<file path="config.mk">
export PLATFORM = sky130hd
export DESIGN_NAME = apu_mul
export DESIGN_NICKNAME = d
export VERILOG_FILES = /design/src/rtl/core/apu_pkg.sv /design/src/rtl/core/apu_mul.sv
export SDC_FILE = /design/constraint.sdc
export NUM_CORES = 2
export LEC_CHECK = 0
export ABC_AREA = 1
export BUFFER_PORTS_ARGS = -buffer_cell sky130_fd_sc_hd__buf_2
export CAP_MARGIN = 20
export CORE_MARGIN = 1.5
export CORE_UTILIZATION = 25
export CTS_BUF_LIST = sky130_fd_sc_hd__clkbuf_4
export CTS_CLUSTER_DIAMETER = 100
export CTS_CLUSTER_SIZE = 24
export DETAILED_ROUTE_END_ITERATION = 8
export GPL_TIMING_DRIVEN = 0
export SYNTH_ARGS = -nofsm -noshare
export SYNTH_HDL_FRONTEND = slang
export SYNTH_SLANG_ARGS = --single-unit
</file>
<file path="constraint.sdc">
create_clock -name clock -period 10.7 [get_ports clock]
set_input_delay 2.14 -clock clock [delete_from_list [all_inputs] [get_ports clock]]
set_output_delay 2.14 -clock clock [all_outputs]
set_load 0.005 [all_outputs]
</file>
<file path="src/rtl/core/apu_pkg.sv">
// ----------------------------------------------------------------------------
// apu_pkg
// Shared types and constants of the Adam parameter update core.
// ----------------------------------------------------------------------------
package apu_pkg;

   typedef enum logic [1:0] {
      CMD_RESTART = 2'd0,
      CMD_LOSS    = 2'd1,
      CMD_GRAD    = 2'd2
   } cmd_type;

   typedef enum logic [1:0] {
      STATUS_CONTINUE  = 2'd0,
      STATUS_CONVERGED = 2'd1,
      STATUS_LIMIT     = 2'd2
   } status_type;

   typedef enum logic [2:0] {
      CSR_LEARNING_RATE  = 3'd0,
      CSR_TOLERANCE      = 3'd1,
      CSR_FIRST_DECAY    = 3'd2,
      CSR_SECOND_DECAY   = 3'd3,
      CSR_MAX_ITERATIONS = 3'd4
   } csr_index_type;

   typedef enum logic {
      DS_SQRT = 1'b0,
      DS_DIV  = 1'b1
   } ds_op_type;

   typedef struct packed {
      logic      start;
      ds_op_type op;
   } ds_req_type;

   localparam logic [46:0] LR_RESET      = 47'd42949673;
   localparam logic [46:0] TOL_RESET     = 47'd4295;
   localparam logic [31:0] B1_RESET      = 32'd3865470566;
   localparam logic [31:0] B2_RESET      = 32'd4252017623;
   localparam logic [15:0] MAXIT_RESET   = 16'd1000;
   localparam logic [31:0] POWER_ONE     = 32'hFFFF_FFFF;
   localparam logic [32:0] Q_ONE         = 33'h1_0000_0000;
   localparam logic [47:0] SAT_MAX       = 48'h7FFF_FFFF_FFFF;
   localparam logic [47:0] SAT_MIN       = 48'h8000_0000_0000;
   localparam logic [41:0] EPS_Q         = 42'd43;
   localparam logic [48:0] MAG_LIMIT     = 49'h1_0000_0000_0000;

endpackage

</file>
<file path="src/rtl/core/apu_mul.sv">
// ----------------------------------------------------------------------------
// apu_mul
// Unsigned 64 x 64 multiplier, one 32 x 32 partial product per cycle.
// ----------------------------------------------------------------------------
module apu_mul
   import apu_pkg::*;
(
   input  logic         clock,
   input  logic         reset,
   input  logic         start,
   input  logic [63:0]  a,
   input  logic [63:0]  b,
   output logic         done,
   output logic [127:0] prod
);

   logic [63:0]  a_ff, a_in, b_ff, b_in;
   logic [127:0] acc_ff, acc_in;
   logic [1:0]   step_ff, step_in;
   logic         busy_ff, busy_in, done_ff, done_in;
   logic [31:0]  a_half, b_half;
   logic [63:0]  pp;
   logic [127:0] pp_ext;

   always_comb begin
      a_half = step_ff[0] ? a_ff[63:32] : a_ff[31:0];
      b_half = step_ff[1] ? b_ff[63:32] : b_ff[31:0];
      pp     = a_half * b_half;
      case (step_ff) inside
         2'd0:       pp_ext = {64'd0, pp};
         2'd1, 2'd2: pp_ext = {32'd0, pp, 32'd0};
         default:    pp_ext = {pp, 64'd0};
      endcase
   end

   always_comb begin
      a_in    = a_ff;
      b_in    = b_ff;
      acc_in  = acc_ff;
      step_in = step_ff;
      busy_in = busy_ff;
      done_in = 1'b0;
      if (start) begin
         a_in    = a;
         b_in    = b;
         acc_in  = '0;
         step_in = '0;
         busy_in = 1'b1;
      end else if (busy_ff) begin
         acc_in  = acc_ff + pp_ext;
         step_in = step_ff + 2'd1;
         if (step_ff == 2'd3) begin
            busy_in = 1'b0;
            done_in = 1'b1;
         end
      end
   end

   always_ff @(posedge clock) begin
      if (reset) begin
         busy_ff <= 1'b0;
         done_ff <= 1'b0;
      end else begin
         busy_ff <= busy_in;
         done_ff <= done_in;
      end
   end

   always_ff @(posedge clock) begin
      a_ff    <= a_in;
      b_ff    <= b_in;
      acc_ff  <= acc_in;
      step_ff <= step_in;
   end

   assign done = done_ff;
   assign prod = acc_ff;

endmodule

</file>
==> metrics.cfg <==
[synthesis]
synth_area_mm2=0.0544
yosysSeqAreaShare_pct=11.9
synthTopCellsByCount=1504 x inv_1, 1385 x nor2_1, 1353 x nand2_1, 897 x fa_1, 392 x ha_1
synth_top_area_share_pct=33.0
synth.most_common_cell=inv_1
synth.avg_cell_area_um2=7.32
synthesis.nets=8848
synth_edf_count=128
ys_ff_latch=260
synth_area_leaders=fa_1 33%, inv_1 10%, nor2_1 9.6%
synthArstFlopShare_pct=0
synth-warning-count=0
synth_cells=7428
yosysTopAreaCell=fa_1
synth_flop_cell=dfxtp_1
yosysUniqueCellTypes=58

[clocking]
cts_hold_buf=0
clock_path_buffers=3
root_buffer=clkbuf_4
clkSinkCount=260
clk_pin_slew_ns=0.23
numCtsBuffers=23
clock_latency_ns=1.12
htree_levels=1
tritoncts=yes

[layout]
area_growth_pct=17.8
final_area_mm2=0.0641
drive_gt1_share_pct=16.4
final_nets=9251
final_util_pct=29.7

[sta]
clock_skew_ns=0.0835
fin_crit_ns=10.60
max_freq_ghz=0.0944
timing.final.crit_share_pct=99.0
maxSlewHeadroom_pct=11.6
tightest_slew_ns=1.33
rsz0062_at_grt=true
drv_slew=0
hold_violations=0
hold_ws_ns=0.500
setup_viol=0

[floorplan]
dieArea_mm2=0.220
die_x_um=469
coreArea_mm2=0.215
die-height_um=469
io_pins=260
row_count=170
start_util_pct=25.2

[worst_setup_path]
cp.arrival_ns=11.56
cpPeakStageDelay_ns=0.63
crit_fanout=10
path_class=flop to flop
crit_family=adder cells
cp_data_required_time_ns=11.66
crit_path_end_kind=flop
cp-start-kind=flop
setup.worst_path.start=step_ff[1]
rr_startpoint=step_ff[1]
crit_buf_inv=9
cpMaxStageDelayCell=fa_1

[placed_design]
gp_congestion=1.07
dp_hpwl_mm=216
io_buffer_count=259
place_area_mm2=0.0595

[routing]
first_iter_violations=5603
antenna_left=0
drc=0
viasPerCell=4.86
wl_per_cell_um=23.3
drt-total-wl_mm=249
drt_first_pass_iters=6
vias=51943

[run]
maxCapViolations=0

[global_routing]
grt_max_degree=92
globalRouteOverflowTotal=0
grt_pass1_wl_mm=354
grt_pass1_vias=51345
grt.total_usage_pct=22.1
antenna_found_initial=10

[status]
outcome=finished, final reports clean

[min_path]
hold_path.class=flop to flop
hold_start=prod[123]

==> registers in the layout, summed over array words and instances (netlist names) <==
name,cells
a_ff,64
b_ff,64
busy_ff,1
done,1
prod,128
step_ff,2
==> cell type report <==
| cell class | count | area, µm² |
|---|---|---|
| diodes | 4 | 10.0 |
| inverters | 1573 | 5980 |
| well taps | 2838 | 3550 |
| clock buffers | 24 | 180 |
| repair buffers | 383 | 2410 |
| clock inverters | 15 | 211 |
| fillers | 23720 | 151000 |
| flip-flops and latches | 260 | 6490 |
| multi-input cells | 5376 | 43900 |
| plain buffers | 214 | 1370 |
==> layer usage <==
metal / vias to the layer above / wire length [µm] / GRT usage, %
li1: 23260 / - / -
met1: 25354 / 97800 / 28.6
met2: 2772 / 108000 / 34.4
met3: 551 / 27600 / 5.17
met4: 6 / 15300 / 10.7
met5: - / 77 / 0
==> timing repair <==
item | in CTS | in global routing
buffers inserted | 22 | 81
endpoints found under the hold margin | 0 | 0
pin swaps | 17 | 59
gates resized for setup | 459 | 622
gates cloned | 0 | 0
setup endpoints to repair | 108 | 95
==> tightest hold or removal path, stage by stage, from the launching register on <==
cell and delay, ns:
dfxtp_1 0.37, nand2_1 0.07, nand2_1 0.04
==> layout by cell type (no fill, tap or decap), types with 63 or more instances in the layout <==
cell type,Yosys,routed
inv_1,1504,1479
nand2_1,1353,1301
nor2_1,1385,1296
fa_1,897,871
ha_1,392,326
buf_2,17,277
a21oi_1,314,233
o21ai_0,250,176
nand3_1,180,164
dfxtp_1,132,130
buf_4,0,128
edfxtp_1,128,128
nor2_2,22,89
a21oi_2,9,82
o21ai_1,77,69
or2_2,67,67
o21ai_2,18,66
inv_2,46,63
clkbuf_4,0,63
==> metrics by stage <==
step	setup slack, ns	setup TNS [ns]	instances
finish	0.102	0	10687
CTS	-0.0178	-0.0377	10602
global route	-0.0758	-0.947	10685
global placement	-3.35	-293.32	10525
detailed placement	-2.36	-188.91	10545
floorplan	1.94	0	7428
==> logic make-up after synthesis <==
kind of cell | after synthesis | share of synthesized area, %
flops | 260 | 11.9
simple gates | 3148 | 23.3
fa+ha+maj | 1289 | 42.1
buf+inv | 1792 | 12.4
compound gates | 836 | 8.61
xor+xnor | 103 | 1.67
==> worst paths after layout <==
check                   end  slack (ns)  cells after the start
setup / recovery  prod[120]        0.10                     40
setup reg to reg  prod[120]        0.10                     40
hold / removal    prod[123]        0.50                      2
hold reg to reg   prod[123]        0.50                      2
Power is not shown: default switching activity piles up to over one toggle a cycle in this logic, so the estimate is an artifact.
