==> src/rtl/core/apu_pkg.sv <==
// ----------------------------------------------------------------------------
// apu_pkg
// Shared types and constants of the Adam parameter update core.
// ----------------------------------------------------------------------------
package apu_pkg;

   typedef enum logic [1:0] {
      CMD_RESTART = 2'd0,
      CMD_LOSS    = 2'd1,
      CMD_GRAD    = 2'd2
   } cmd_type;

   typedef enum logic [1:0] {
      STATUS_CONTINUE  = 2'd0,
      STATUS_CONVERGED = 2'd1,
      STATUS_LIMIT     = 2'd2
   } status_type;

   typedef enum logic [2:0] {
      CSR_LEARNING_RATE  = 3'd0,
      CSR_TOLERANCE      = 3'd1,
      CSR_FIRST_DECAY    = 3'd2,
      CSR_SECOND_DECAY   = 3'd3,
      CSR_MAX_ITERATIONS = 3'd4
   } csr_index_type;

   typedef enum logic {
      DS_SQRT = 1'b0,
      DS_DIV  = 1'b1
   } ds_op_type;

   typedef struct packed {
      logic      start;
      ds_op_type op;
   } ds_req_type;

   localparam logic [46:0] LR_RESET      = 47'd42949673;
   localparam logic [46:0] TOL_RESET     = 47'd4295;
   localparam logic [31:0] B1_RESET      = 32'd3865470566;
   localparam logic [31:0] B2_RESET      = 32'd4252017623;
   localparam logic [15:0] MAXIT_RESET   = 16'd1000;
   localparam logic [31:0] POWER_ONE     = 32'hFFFF_FFFF;
   localparam logic [32:0] Q_ONE         = 33'h1_0000_0000;
   localparam logic [47:0] SAT_MAX       = 48'h7FFF_FFFF_FFFF;
   localparam logic [47:0] SAT_MIN       = 48'h8000_0000_0000;
   localparam logic [41:0] EPS_Q         = 42'd43;
   localparam logic [48:0] MAG_LIMIT     = 49'h1_0000_0000_0000;

endpackage

==> src/rtl/core/apu_divsqrt.sv <==
// ----------------------------------------------------------------------------
// apu_divsqrt
// Shared iterative unit: 128 / 64 restoring division, one quotient bit per
// cycle, and square root of radicand * 2^32, one root bit per cycle.
// ----------------------------------------------------------------------------
module apu_divsqrt
   import apu_pkg::*;
(
   input  logic         clock,
   input  logic         reset,
   input  ds_req_type   ctl,
   input  logic [127:0] dividend,
   input  logic [63:0]  divisor,
   input  logic [47:0]  radicand,
   output logic         done,
   output logic [63:0]  result
);

   localparam logic [6:0] DIV_LAST  = 7'd63;
   localparam logic [6:0] SQRT_LAST = 7'd40;

   ds_op_type   op_ff, op_in;
   logic        busy_ff, busy_in, done_ff, done_in;
   logic [6:0]  cnt_ff, cnt_in;
   logic [64:0] rem_ff, rem_in;
   logic [81:0] shf_ff, shf_in;
   logic [63:0] q_ff, q_in, dvs_ff, dvs_in;
   logic [64:0] trial, sub;
   logic        ge;

   always_comb begin
      if (op_ff == DS_DIV) begin
         trial = {rem_ff[63:0], shf_ff[81]};
         sub   = {1'b0, dvs_ff};
      end else begin
         trial = {rem_ff[62:0], shf_ff[81:80]};
         sub   = {1'b0, q_ff[61:0], 2'b01};
      end
      ge = trial >= sub;
   end

   always_comb begin
      op_in   = op_ff;
      busy_in = busy_ff;
      done_in = 1'b0;
      cnt_in  = cnt_ff;
      rem_in  = rem_ff;
      shf_in  = shf_ff;
      q_in    = q_ff;
      dvs_in  = dvs_ff;
      if (ctl.start) begin
         op_in  = ctl.op;
         q_in   = '0;
         rem_in = '0;
         if (ctl.op == DS_DIV) begin
            dvs_in = divisor;
            if (dividend[127:64] >= divisor) begin
               q_in    = '1;
               busy_in = 1'b0;
               done_in = 1'b1;
            end else begin
               rem_in  = {1'b0, dividend[127:64]};
               shf_in  = {dividend[63:0], 18'd0};
               cnt_in  = DIV_LAST;
               busy_in = 1'b1;
            end
         end else begin
            shf_in  = {2'b00, radicand, 32'd0};
            cnt_in  = SQRT_LAST;
            busy_in = 1'b1;
         end
      end else if (busy_ff) begin
         rem_in = ge ? trial - sub : trial;
         q_in   = {q_ff[62:0], ge};
         shf_in = (op_ff == DS_DIV) ? {shf_ff[80:0], 1'b0} : {shf_ff[79:0], 2'b00};
         cnt_in = cnt_ff - 7'd1;
         if (cnt_ff == '0) begin
            busy_in = 1'b0;
            done_in = 1'b1;
         end
      end
   end

   always_ff @(posedge clock) begin
      if (reset) begin
         busy_ff <= 1'b0;
         done_ff <= 1'b0;
      end else begin
         busy_ff <= busy_in;
         done_ff <= done_in;
      end
   end

   always_ff @(posedge clock) begin
      op_ff  <= op_in;
      cnt_ff <= cnt_in;
      rem_ff <= rem_in;
      shf_ff <= shf_in;
      q_ff   <= q_in;
      dvs_ff <= dvs_in;
   end

   assign done   = done_ff;
   assign result = q_ff;

endmodule

==> config.mk <==
export PLATFORM = sky130hd
export DESIGN_NAME = apu_divsqrt
export DESIGN_NICKNAME = d
export VERILOG_FILES = /design/src/rtl/core/apu_pkg.sv /design/src/rtl/core/apu_divsqrt.sv
export SDC_FILE = /design/constraint.sdc
export NUM_CORES = 1
export LEC_CHECK = 0
export BUFFER_PORTS_ARGS = -buffer_cell sky130_fd_sc_hd__buf_2
export CORE_UTILIZATION = 25
export CTS_CLUSTER_SIZE = 28
export DETAILED_ROUTE_END_ITERATION = 8
export GPL_ROUTABILITY_DRIVEN = 0
export PLACE_DENSITY = 0.53
export SLEW_MARGIN = 20
export SYNTH_ARGS = -nofsm -noshare
export SYNTH_HDL_FRONTEND = slang
export SYNTH_SLANG_ARGS = --single-unit
==> constraint.sdc <==
create_clock -name clock -period 6.3 [get_ports clock]
set_input_delay 1.26 -clock clock [delete_from_list [all_inputs] [get_ports clock]]
set_output_delay 1.26 -clock clock [all_outputs]
set_load 0.01 [all_outputs]
==> results of run 1 <==
## worst paths after layout
| path | endpoint | slack (ns) | depth (start not counted) |
|---|---|---|---|
| worst min register to register | done$_SDFF_PP0_ | 0.46 | 2 |
| worst max register to register | rem_ff[25]$_DFFE_PP_ | 0.92 | 15 |
| worst min-delay path | done$_SDFF_PP0_ | 0.46 | 2 |
| worst max-delay path | rem_ff[25]$_DFFE_PP_ | 0.92 | 15 |
## Yosys cell counts (4+ instances only)
| cell type | number | area [µm²] |
|---|---|---|
| sky130_fd_sc_hd__a2111oi_0 | 5 | 43.79 |
| sky130_fd_sc_hd__a211oi_1 | 59 | 442.9 |
| sky130_fd_sc_hd__a21o_1 | 47 | 352.8 |
| sky130_fd_sc_hd__a21oi_1 | 135 | 675.7 |
| sky130_fd_sc_hd__a221o_1 | 10 | 100.1 |
| sky130_fd_sc_hd__a22oi_1 | 5 | 37.54 |
| sky130_fd_sc_hd__a31oi_1 | 13 | 81.33 |
| sky130_fd_sc_hd__and2_1 | 12 | 75.07 |
| sky130_fd_sc_hd__and3_1 | 13 | 81.33 |
| sky130_fd_sc_hd__and4_1 | 11 | 96.34 |
| sky130_fd_sc_hd__buf_1 | 15 | 56.30 |
| sky130_fd_sc_hd__buf_6 | 4 | 45.04 |
| sky130_fd_sc_hd__clkbuf_1 | 87 | 326.6 |
| sky130_fd_sc_hd__edfxtp_1 | 264 | 7928 |
| sky130_fd_sc_hd__ha_1 | 130 | 1627 |
| sky130_fd_sc_hd__inv_1 | 150 | 563.0 |
| sky130_fd_sc_hd__mux2_2 | 62 | 698.2 |
| sky130_fd_sc_hd__mux2i_1 | 175 | 1752 |
| sky130_fd_sc_hd__nand2_1 | 124 | 465.5 |
| sky130_fd_sc_hd__nand2b_1 | 8 | 50.05 |
| sky130_fd_sc_hd__nand3_1 | 10 | 50.05 |
| sky130_fd_sc_hd__nand4_1 | 39 | 244.0 |
| sky130_fd_sc_hd__nor2_1 | 44 | 165.2 |
| sky130_fd_sc_hd__nor2b_1 | 53 | 331.6 |
| sky130_fd_sc_hd__nor3_1 | 13 | 65.06 |
| sky130_fd_sc_hd__nor4_1 | 4 | 25.02 |
| sky130_fd_sc_hd__o211ai_1 | 10 | 75.07 |
| sky130_fd_sc_hd__o21a_1 | 8 | 60.06 |
| sky130_fd_sc_hd__o21ai_0 | 166 | 830.8 |
| sky130_fd_sc_hd__o21ai_1 | 5 | 25.02 |
| sky130_fd_sc_hd__o21bai_1 | 23 | 172.7 |
| sky130_fd_sc_hd__o31ai_1 | 5 | 37.54 |
| sky130_fd_sc_hd__or2_2 | 7 | 43.79 |
| sky130_fd_sc_hd__or3_1 | 6 | 37.54 |
| sky130_fd_sc_hd__xnor2_1 | 40 | 350.3 |
| sky130_fd_sc_hd__xor2_1 | 26 | 227.7 |
## cells by family (layout without fill, tap and decap cells)
kind of cell | after synthesis | after routing | share of synthesized area (%)
buf+inv | 261 | 545 | 5.442
other cells | 0 | 4 | 0
fa+ha+maj | 131 | 131 | 8.809
compound gates | 525 | 525 | 17.37
simple gates | 351 | 351 | 9.552
mux | 237 | 237 | 13.11
xor+xnor | 66 | 66 | 3.093
flops | 266 | 266 | 42.63
## worst register-to-register path, delay by kind of cell, from the launching register on
| family | cells | cell delay, ns |
|---|---|---|
| muxes | 2 | 0.72 |
| and+or+nand+nor | 4 | 1.84 |
| adders and majority gates | 1 | 0.39 |
| DFF | 1 | 0.37 |
| buffers and inverters | 3 | 1.06 |
| AOI/OAI and AO/OA | 5 | 0.70 |
## layer usage
metal  track usage, %  share of wire [%]  vias to the layer above  routed length [µm]
li1                 -                  -                     7336                   -
met3            2.671                5.3                       86                3117
met2            24.79                 46                      389               27160
met1            19.83                 46                     7282               26880
met5                0              0.068                        -                  40
met4            4.173                2.3                        6                1343
## power groups by stage
stage / Combinational, mW / Clock, mW / Sequential [mW]
2_1_floorplan: 3.42 / 0 / 2.63
3_3_place_gp: 4.50 / 0 / 2.67
3_5_place_dp: 4.53 / 0 / 2.68
4_1_cts: 4.57 / 2.23 / 2.65
5_1_grt: 5.07 / 2.30 / 2.69
6_report: 4.57 / 2.17 / 2.64
## state kept, by name, indices dropped and copies added, names as in the netlist
name	cells
done	1
shf_ff	64
rem_ff	64
op_ff	1
dvs_ff	64
cnt_ff	7
result	64
busy_ff	1
## per-stage QoR
| stage | cell area, µm² | utilization (%) | setup WS (ns) |
|---|---|---|---|
| 2_1_floorplan | 18690 | - | 0.6084 |
| 3_3_place_gp | 21200 | 28.86 | 1.039 |
| 3_5_place_dp | 21200 | 28.86 | 0.8618 |
| 4_1_cts | 22430 | 30.53 | 0.8421 |
| 5_1_grt | 22430 | 30.54 | 0.5714 |
| 6_report | 22440 | 30.55 | 0.9219 |
## cell type report
class | instances | area, µm²
diodes | 4 | 10.01
clock buffers | 49 | 992.2
clock inverters | 17 | 235.2
fillers | 7659 | 51020
inverters | 151 | 568.0
multi-input cells | 1310 | 9718
flip-flops and latches | 266 | 7968
well taps | 959 | 1200
repair buffers | 328 | 1748
==> reports/results.md, run 1 <==
STA
* 85.37% — final worst-path cycle share
* 185.9 MHz — Max Clk Rate
* 5.378 ns — Tmin final
* 0.01733 ns — clock skew
* 0 — fin. max-slew vios
* 0 — count of final hold-check violations
* 0 ns — Total Neg Setup Slack
* 0.4560 ns — WHS
* no — unrepaired setup endpoints after global routing
* 1.004 ns — transition time of the tightest slew-check pin
* 0 — Setup violations, final
* 33.10% — worst slew margin relative to its limit

Global routing
* 15.25k — number of global-route vias before repair
* 169 — maximum number of pins on one net before global-route repair
* 0 — grt ovf
* 6 — initial antenna violation count
* 14.95% — GR Util All Layers
* 87990 µm — global-route wire length before repair

Worst setup path
* register — kind of capture point of the worst setup path
* register — startpoint types
* sky130_fd_sc_hd__nor4_1 — slowest stage cell on the critical path
* 40 — crit-path max FO
* op_ff$_DFFE_PP_ — Crit. Startpoint
* 5.64 ns — arrival time worst endpoint
* 3 — count of buffering cells on the critical path with inverters included
* buf_12, buf_4, mux2_2, ha_1, a21oi_1, o21ai_1, nor4_1, a2111oi_2, nor2_1, or4_4, a21boi_4, nor2_4, buf_12, mux2i_1, o21ai_0 — cell-by-cell trace of the critical path
* simple AND/OR/NAND/NOR gates — Worst path top cell family by delay
* op_ff$_DFFE_PP_ — RR Startpoint
* sky130_fd_sc_hd__buf_12 — Critical Path Most Common Cell
* 0.63 ns — crit-path max cell delay
* 6.56 ns — CP required
* reg2reg — Critical Setup Path Class

Route
* 864 — Iter 0 DRT Violations
* 15.10k — total number of vias
* 18.98 µm — routed length per instance
* 0 — count of antenna-violating nets left after detailed routing
* 58540 µm — final wirelength
* 4.896 — Via-to-Cell Ratio
* 4 — first drt pass iteration count
* 0 — # DRC

Power and ir drop
* 5.708 mW — internal power
* 39.15% — switching portion of total power
* 0.0001854 V — largest vdd supply drop
* 48.7% — combinational share of power
* 418.0 mW/mm² — power density over the cells
* 9.380 mW — overall power after layout
* 28.2% — Seq pwr share
* 3.672 mW — net switching power of the design
* 9.571 nW — Leakage
* 23.1% — proportion of power drawn by the clock network

Logic synthesis
* 264 — EDFF count, synth
* 0% — share of synthesized flip-flops with an asynchronous set or reset
* 67 — number of distinct standard cells referenced by the synthesized netlist
* 0 — Yosys Warn Count
* 1837 — Post-Synthesis Cells
* 10.18 µm² — Post-Synthesis Mean Instance Area
* 0.01869 mm² — post-synthesis instance area
* 266 — synthesized flop and latch total
* sky130_fd_sc_hd__edfxtp_1 — most used flip-flop cell after synthesis
* 2212 — net count of the mapped netlist
* 42.63% — portion of the post-synthesis area used by sequential elements

Floorplanning
* 309 — number of top-level design ports
* 0.07345 mm² — area of the core
* 275.4 µm — height of the chip
* 0.07586 mm² — overall die area
* 25.45% — starting density of the core
* 275.4 µm — Horiz. Die Dim
* 99 — row cnt

Final layout
* 21.78% — share of layout cells above drive strength 1
* 2470 — final net count
* sky130_fd_sc_hd__buf_2 (307), sky130_fd_sc_hd__edfxtp_1 (264), sky130_fd_sc_hd__mux2i_1 (175), sky130_fd_sc_hd__o21ai_0 (166), sky130_fd_sc_hd__inv_1 (150) — top library cells by usage in the layout, fill and taps aside
* 3084 — Non-Filler Instances
* 20.05% — Area growth, synth to finish
* sky130_fd_sc_hd__buf_2 — most frequent standard cell in the layout excluding fill and tap cells

Clock network
* 0 — number of buffers inserted by post-CTS setup repair
* sky130_fd_sc_hd__clkbuf_16 — clock root buffer
* 2 — H-tree depth reported by CTS
* 3 — maximum number of buffers from clock root to sink
* 266 — clk sinks
* 0 — CTS Hold Bufs
* yes — CTS tree
* 0.56 ns — clock latency on the worst-skew pair
* 38 — number of buffers created by CTS
* 0 — quantity of gates resized following cts
* 0.06 ns — CTS clk-pin slew, worst paths

Run status
* completed — result of the run

Run
* 0 — max capacitance violation total

Placement
* 3014 — number of cells in the design after placement
* 308 — count of buffers inserted at the top-level ports
* 43470 µm — detailed placement HPWL

Worst hold path
* reg2reg — kind of path behind the tightest hold check
* busy_ff$_SDFF_PP0_ — startpoint of the lowest-slack hold path

(Power assumes the default switching activity.)
==> run 2, diff against run 1 <==
- CAP_MARGIN: unset -> 20
- CTS_BUF_LIST: unset -> sky130_fd_sc_hd__clkbuf_8 sky130_fd_sc_hd__clkbuf_16
==> run 2 against run 1 <==
- final area is the same
- utilization is the same
- global-route usage is the same
- register-to-register slack is essentially flat
==> reports/results.md, run 2 (synthesized netlist as in run 1, its figures left out) <==
Run status
* completed — result of the run

Worst setup path
* reg2reg — Critical Setup Path Class
* 6.55 ns — CP required, about the same
* simple AND/OR/NAND/NOR gates — Worst path top cell family by delay
* 0.63 ns — crit-path max cell delay, about the same
* register — kind of capture point of the worst setup path
* sky130_fd_sc_hd__buf_12 — Critical Path Most Common Cell
* buf_12, buf_4, mux2_2, ha_1, a21oi_1, o21ai_1, nor4_1, a2111oi_2, nor2_1, or4_4, a21boi_4, nor2_4, buf_12, mux2i_1, o21ai_0 — cell-by-cell trace of the critical path
* register — startpoint types
* 40 — crit-path max FO, unchanged
* 3 — count of buffering cells on the critical path with inverters included, unchanged
* sky130_fd_sc_hd__nor2_4 — slowest stage cell on the critical path
* 5.62 ns — arrival time worst endpoint, -0.02 ns

STA
* 0 — fin. max-slew vios, unchanged
* 0 ns — Total Neg Setup Slack, unchanged
* 0 — Setup violations, final, unchanged
* no — unrepaired setup endpoints after global routing
* 0.9323 ns — setup slack after layout, +0.01038 ns
* 0 — count of final hold-check violations, unchanged
* 0.4543 ns — WHS, -0.001676 ns
* 85.20% — final worst-path cycle share, -0.16 points
* 0.01804 ns — clock skew, +0.0007032 ns
* 1.010 ns — transition time of the tightest slew-check pin, +0.006703 ns
* 186.3 MHz — Max Clk Rate, +0.19%
* 5.368 ns — Tmin final, -0.01039 ns
* 32.65% — worst slew margin relative to its limit, -0.45 points

Route
* 0 — count of antenna-violating nets left after detailed routing, unchanged
* 15.11k — total number of vias, +0.093%
* 5 — first drt pass iteration count, +1
* 866 — Iter 0 DRT Violations, +0.23%
* 4.900 — Via-to-Cell Ratio, about the same
* 0 — # DRC, unchanged
* 58550 µm — final wirelength, about the same
* 18.99 µm — routed length per instance, about the same

Clock network
* 0.06 ns — CTS clk-pin slew, worst paths, about the same
* 0.56 ns — clock latency on the worst-skew pair, about the same
* 266 — clk sinks, unchanged
* yes — CTS tree
* 3 — maximum number of buffers from clock root to sink, unchanged
* 0 — quantity of gates resized following cts, unchanged
* sky130_fd_sc_hd__clkbuf_16 — clock root buffer
* 0 — CTS Hold Bufs, unchanged
* 2 — H-tree depth reported by CTS, unchanged
* 38 — number of buffers created by CTS, unchanged
* 0 — number of buffers inserted by post-CTS setup repair, unchanged

Placement
* 308 — count of buffers inserted at the top-level ports, unchanged
* 0.8618 ns — post-place setup slack, unchanged
* 43470 µm — detailed placement HPWL, unchanged
* 0.02120 mm² — Cell Area, Placed, unchanged

Floorplanning
* 99 — row cnt, unchanged
* 0.07345 mm² — area of the core, unchanged
* 275.4 µm — height of the chip, unchanged
* 309 — number of top-level design ports, unchanged
* 275.4 µm — Horiz. Die Dim, unchanged
* 25.45% — starting density of the core, unchanged
* 0.07586 mm² — overall die area, unchanged

Run
* 0 — max capacitance violation total, unchanged

Power and ir drop
* 9.616 nW — Leakage, +0.48%
* 417.3 mW/mm² — power density over the cells, -0.17%
* 0.0001854 V — largest vdd supply drop, about the same

Global routing
* 6 — initial antenna violation count, unchanged
* 14.95% — GR Util All Layers, unchanged
* 87980 µm — global-route wire length before repair, about the same
* 15.25k — number of global-route vias before repair, -0.046%
* 169 — maximum number of pins on one net before global-route repair, unchanged
* 0 — grt ovf, unchanged

Final layout
* sky130_fd_sc_hd__buf_2 (307), sky130_fd_sc_hd__edfxtp_1 (264), sky130_fd_sc_hd__mux2i_1 (175), sky130_fd_sc_hd__o21ai_0 (166), sky130_fd_sc_hd__inv_1 (161) — top library cells by usage in the layout, fill and taps aside
* sky130_fd_sc_hd__buf_2 — most frequent standard cell in the layout excluding fill and tap cells
* 30.55% — final standard cell utilization of the core, unchanged
* 0.02244 mm² — Non-Filler Cell Area, Final, unchanged
* 20.05% — Area growth, synth to finish, unchanged
* 2470 — final net count, unchanged
* 21.78% — share of layout cells above drive strength 1, unchanged

Worst hold path
* reg2reg — kind of path behind the tightest hold check

run 2: cell types whose count changed in the layout (fill, tap and decap cells not counted), sizes merged:
cell,before,now
inv,153,164
clkbuf,49,38
run 2: layout make-up:
class,instances,area [µm²]
clock inverters,28,276.5
well taps,959,1200
repair buffers,328,1748
flip-flops and latches,266,7968
inverters,151,568.0
fillers,7659,51020
diodes,4,10.01
multi-input cells,1310,9718
clock buffers,38,950.9
run 2: layer usage:
| metal | share of wire (%) | up-vias | global-route usage, % |
|---|---|---|---|
| met5 | 0.068 | - | 0 |
| met4 | 2.3 | 6 | 4.173 |
| met3 | 5.2 | 90 | 2.671 |
| met2 | 46 | 410 | 24.77 |
| met1 | 46 | 7267 | 19.84 |
| li1 | - | 7340 | - |
run 2: report_power, final:
group | internal [mW] | total, mW | switching (mW)
clock | 1.30 | 2.15 | 0.847
combinational | 1.94 | 4.57 | 2.64
sequential | 2.45 | 2.64 | 0.191
run 2: final timing paths:
kind / startpoint / endpoint / slack [ns] / cells after the start
max: op_ff$_DFFE_PP_ / rem_ff[33]$_DFFE_PP_ / 0.93 / 15
min: busy_ff$_SDFF_PP0_ / done$_SDFF_PP0_ / 0.45 / 2
max reg2reg: op_ff$_DFFE_PP_ / rem_ff[33]$_DFFE_PP_ / 0.93 / 15
min reg2reg: busy_ff$_SDFF_PP0_ / done$_SDFF_PP0_ / 0.45 / 2
run 2: worst register-to-register path, stage by stage, from the launching register on:
cell	delay [ns]
sky130_fd_sc_hd__edfxtp_1	0.37
sky130_fd_sc_hd__buf_12	0.27
sky130_fd_sc_hd__buf_4	0.44
sky130_fd_sc_hd__mux2_2	0.42
sky130_fd_sc_hd__ha_1	0.39
sky130_fd_sc_hd__a21oi_1	0.22
sky130_fd_sc_hd__o21ai_1	0.12
sky130_fd_sc_hd__nor4_1	0.61
sky130_fd_sc_hd__a2111oi_2	0.18
sky130_fd_sc_hd__nor2_1	0.36
sky130_fd_sc_hd__or4_4	0.22
sky130_fd_sc_hd__a21boi_4	0.09
sky130_fd_sc_hd__nor2_4	0.63
sky130_fd_sc_hd__buf_12	0.34
sky130_fd_sc_hd__mux2i_1	0.30
sky130_fd_sc_hd__o21ai_0	0.10
run 2: metrics by stage:
stage          std cells  total power [mW]
2_1_floorplan       1837             6.043
3_3_place_gp        3014             7.171
3_5_place_dp        3014             7.211
4_1_cts             3080             9.423
5_1_grt             3081             10.04
6_report            3084             9.365
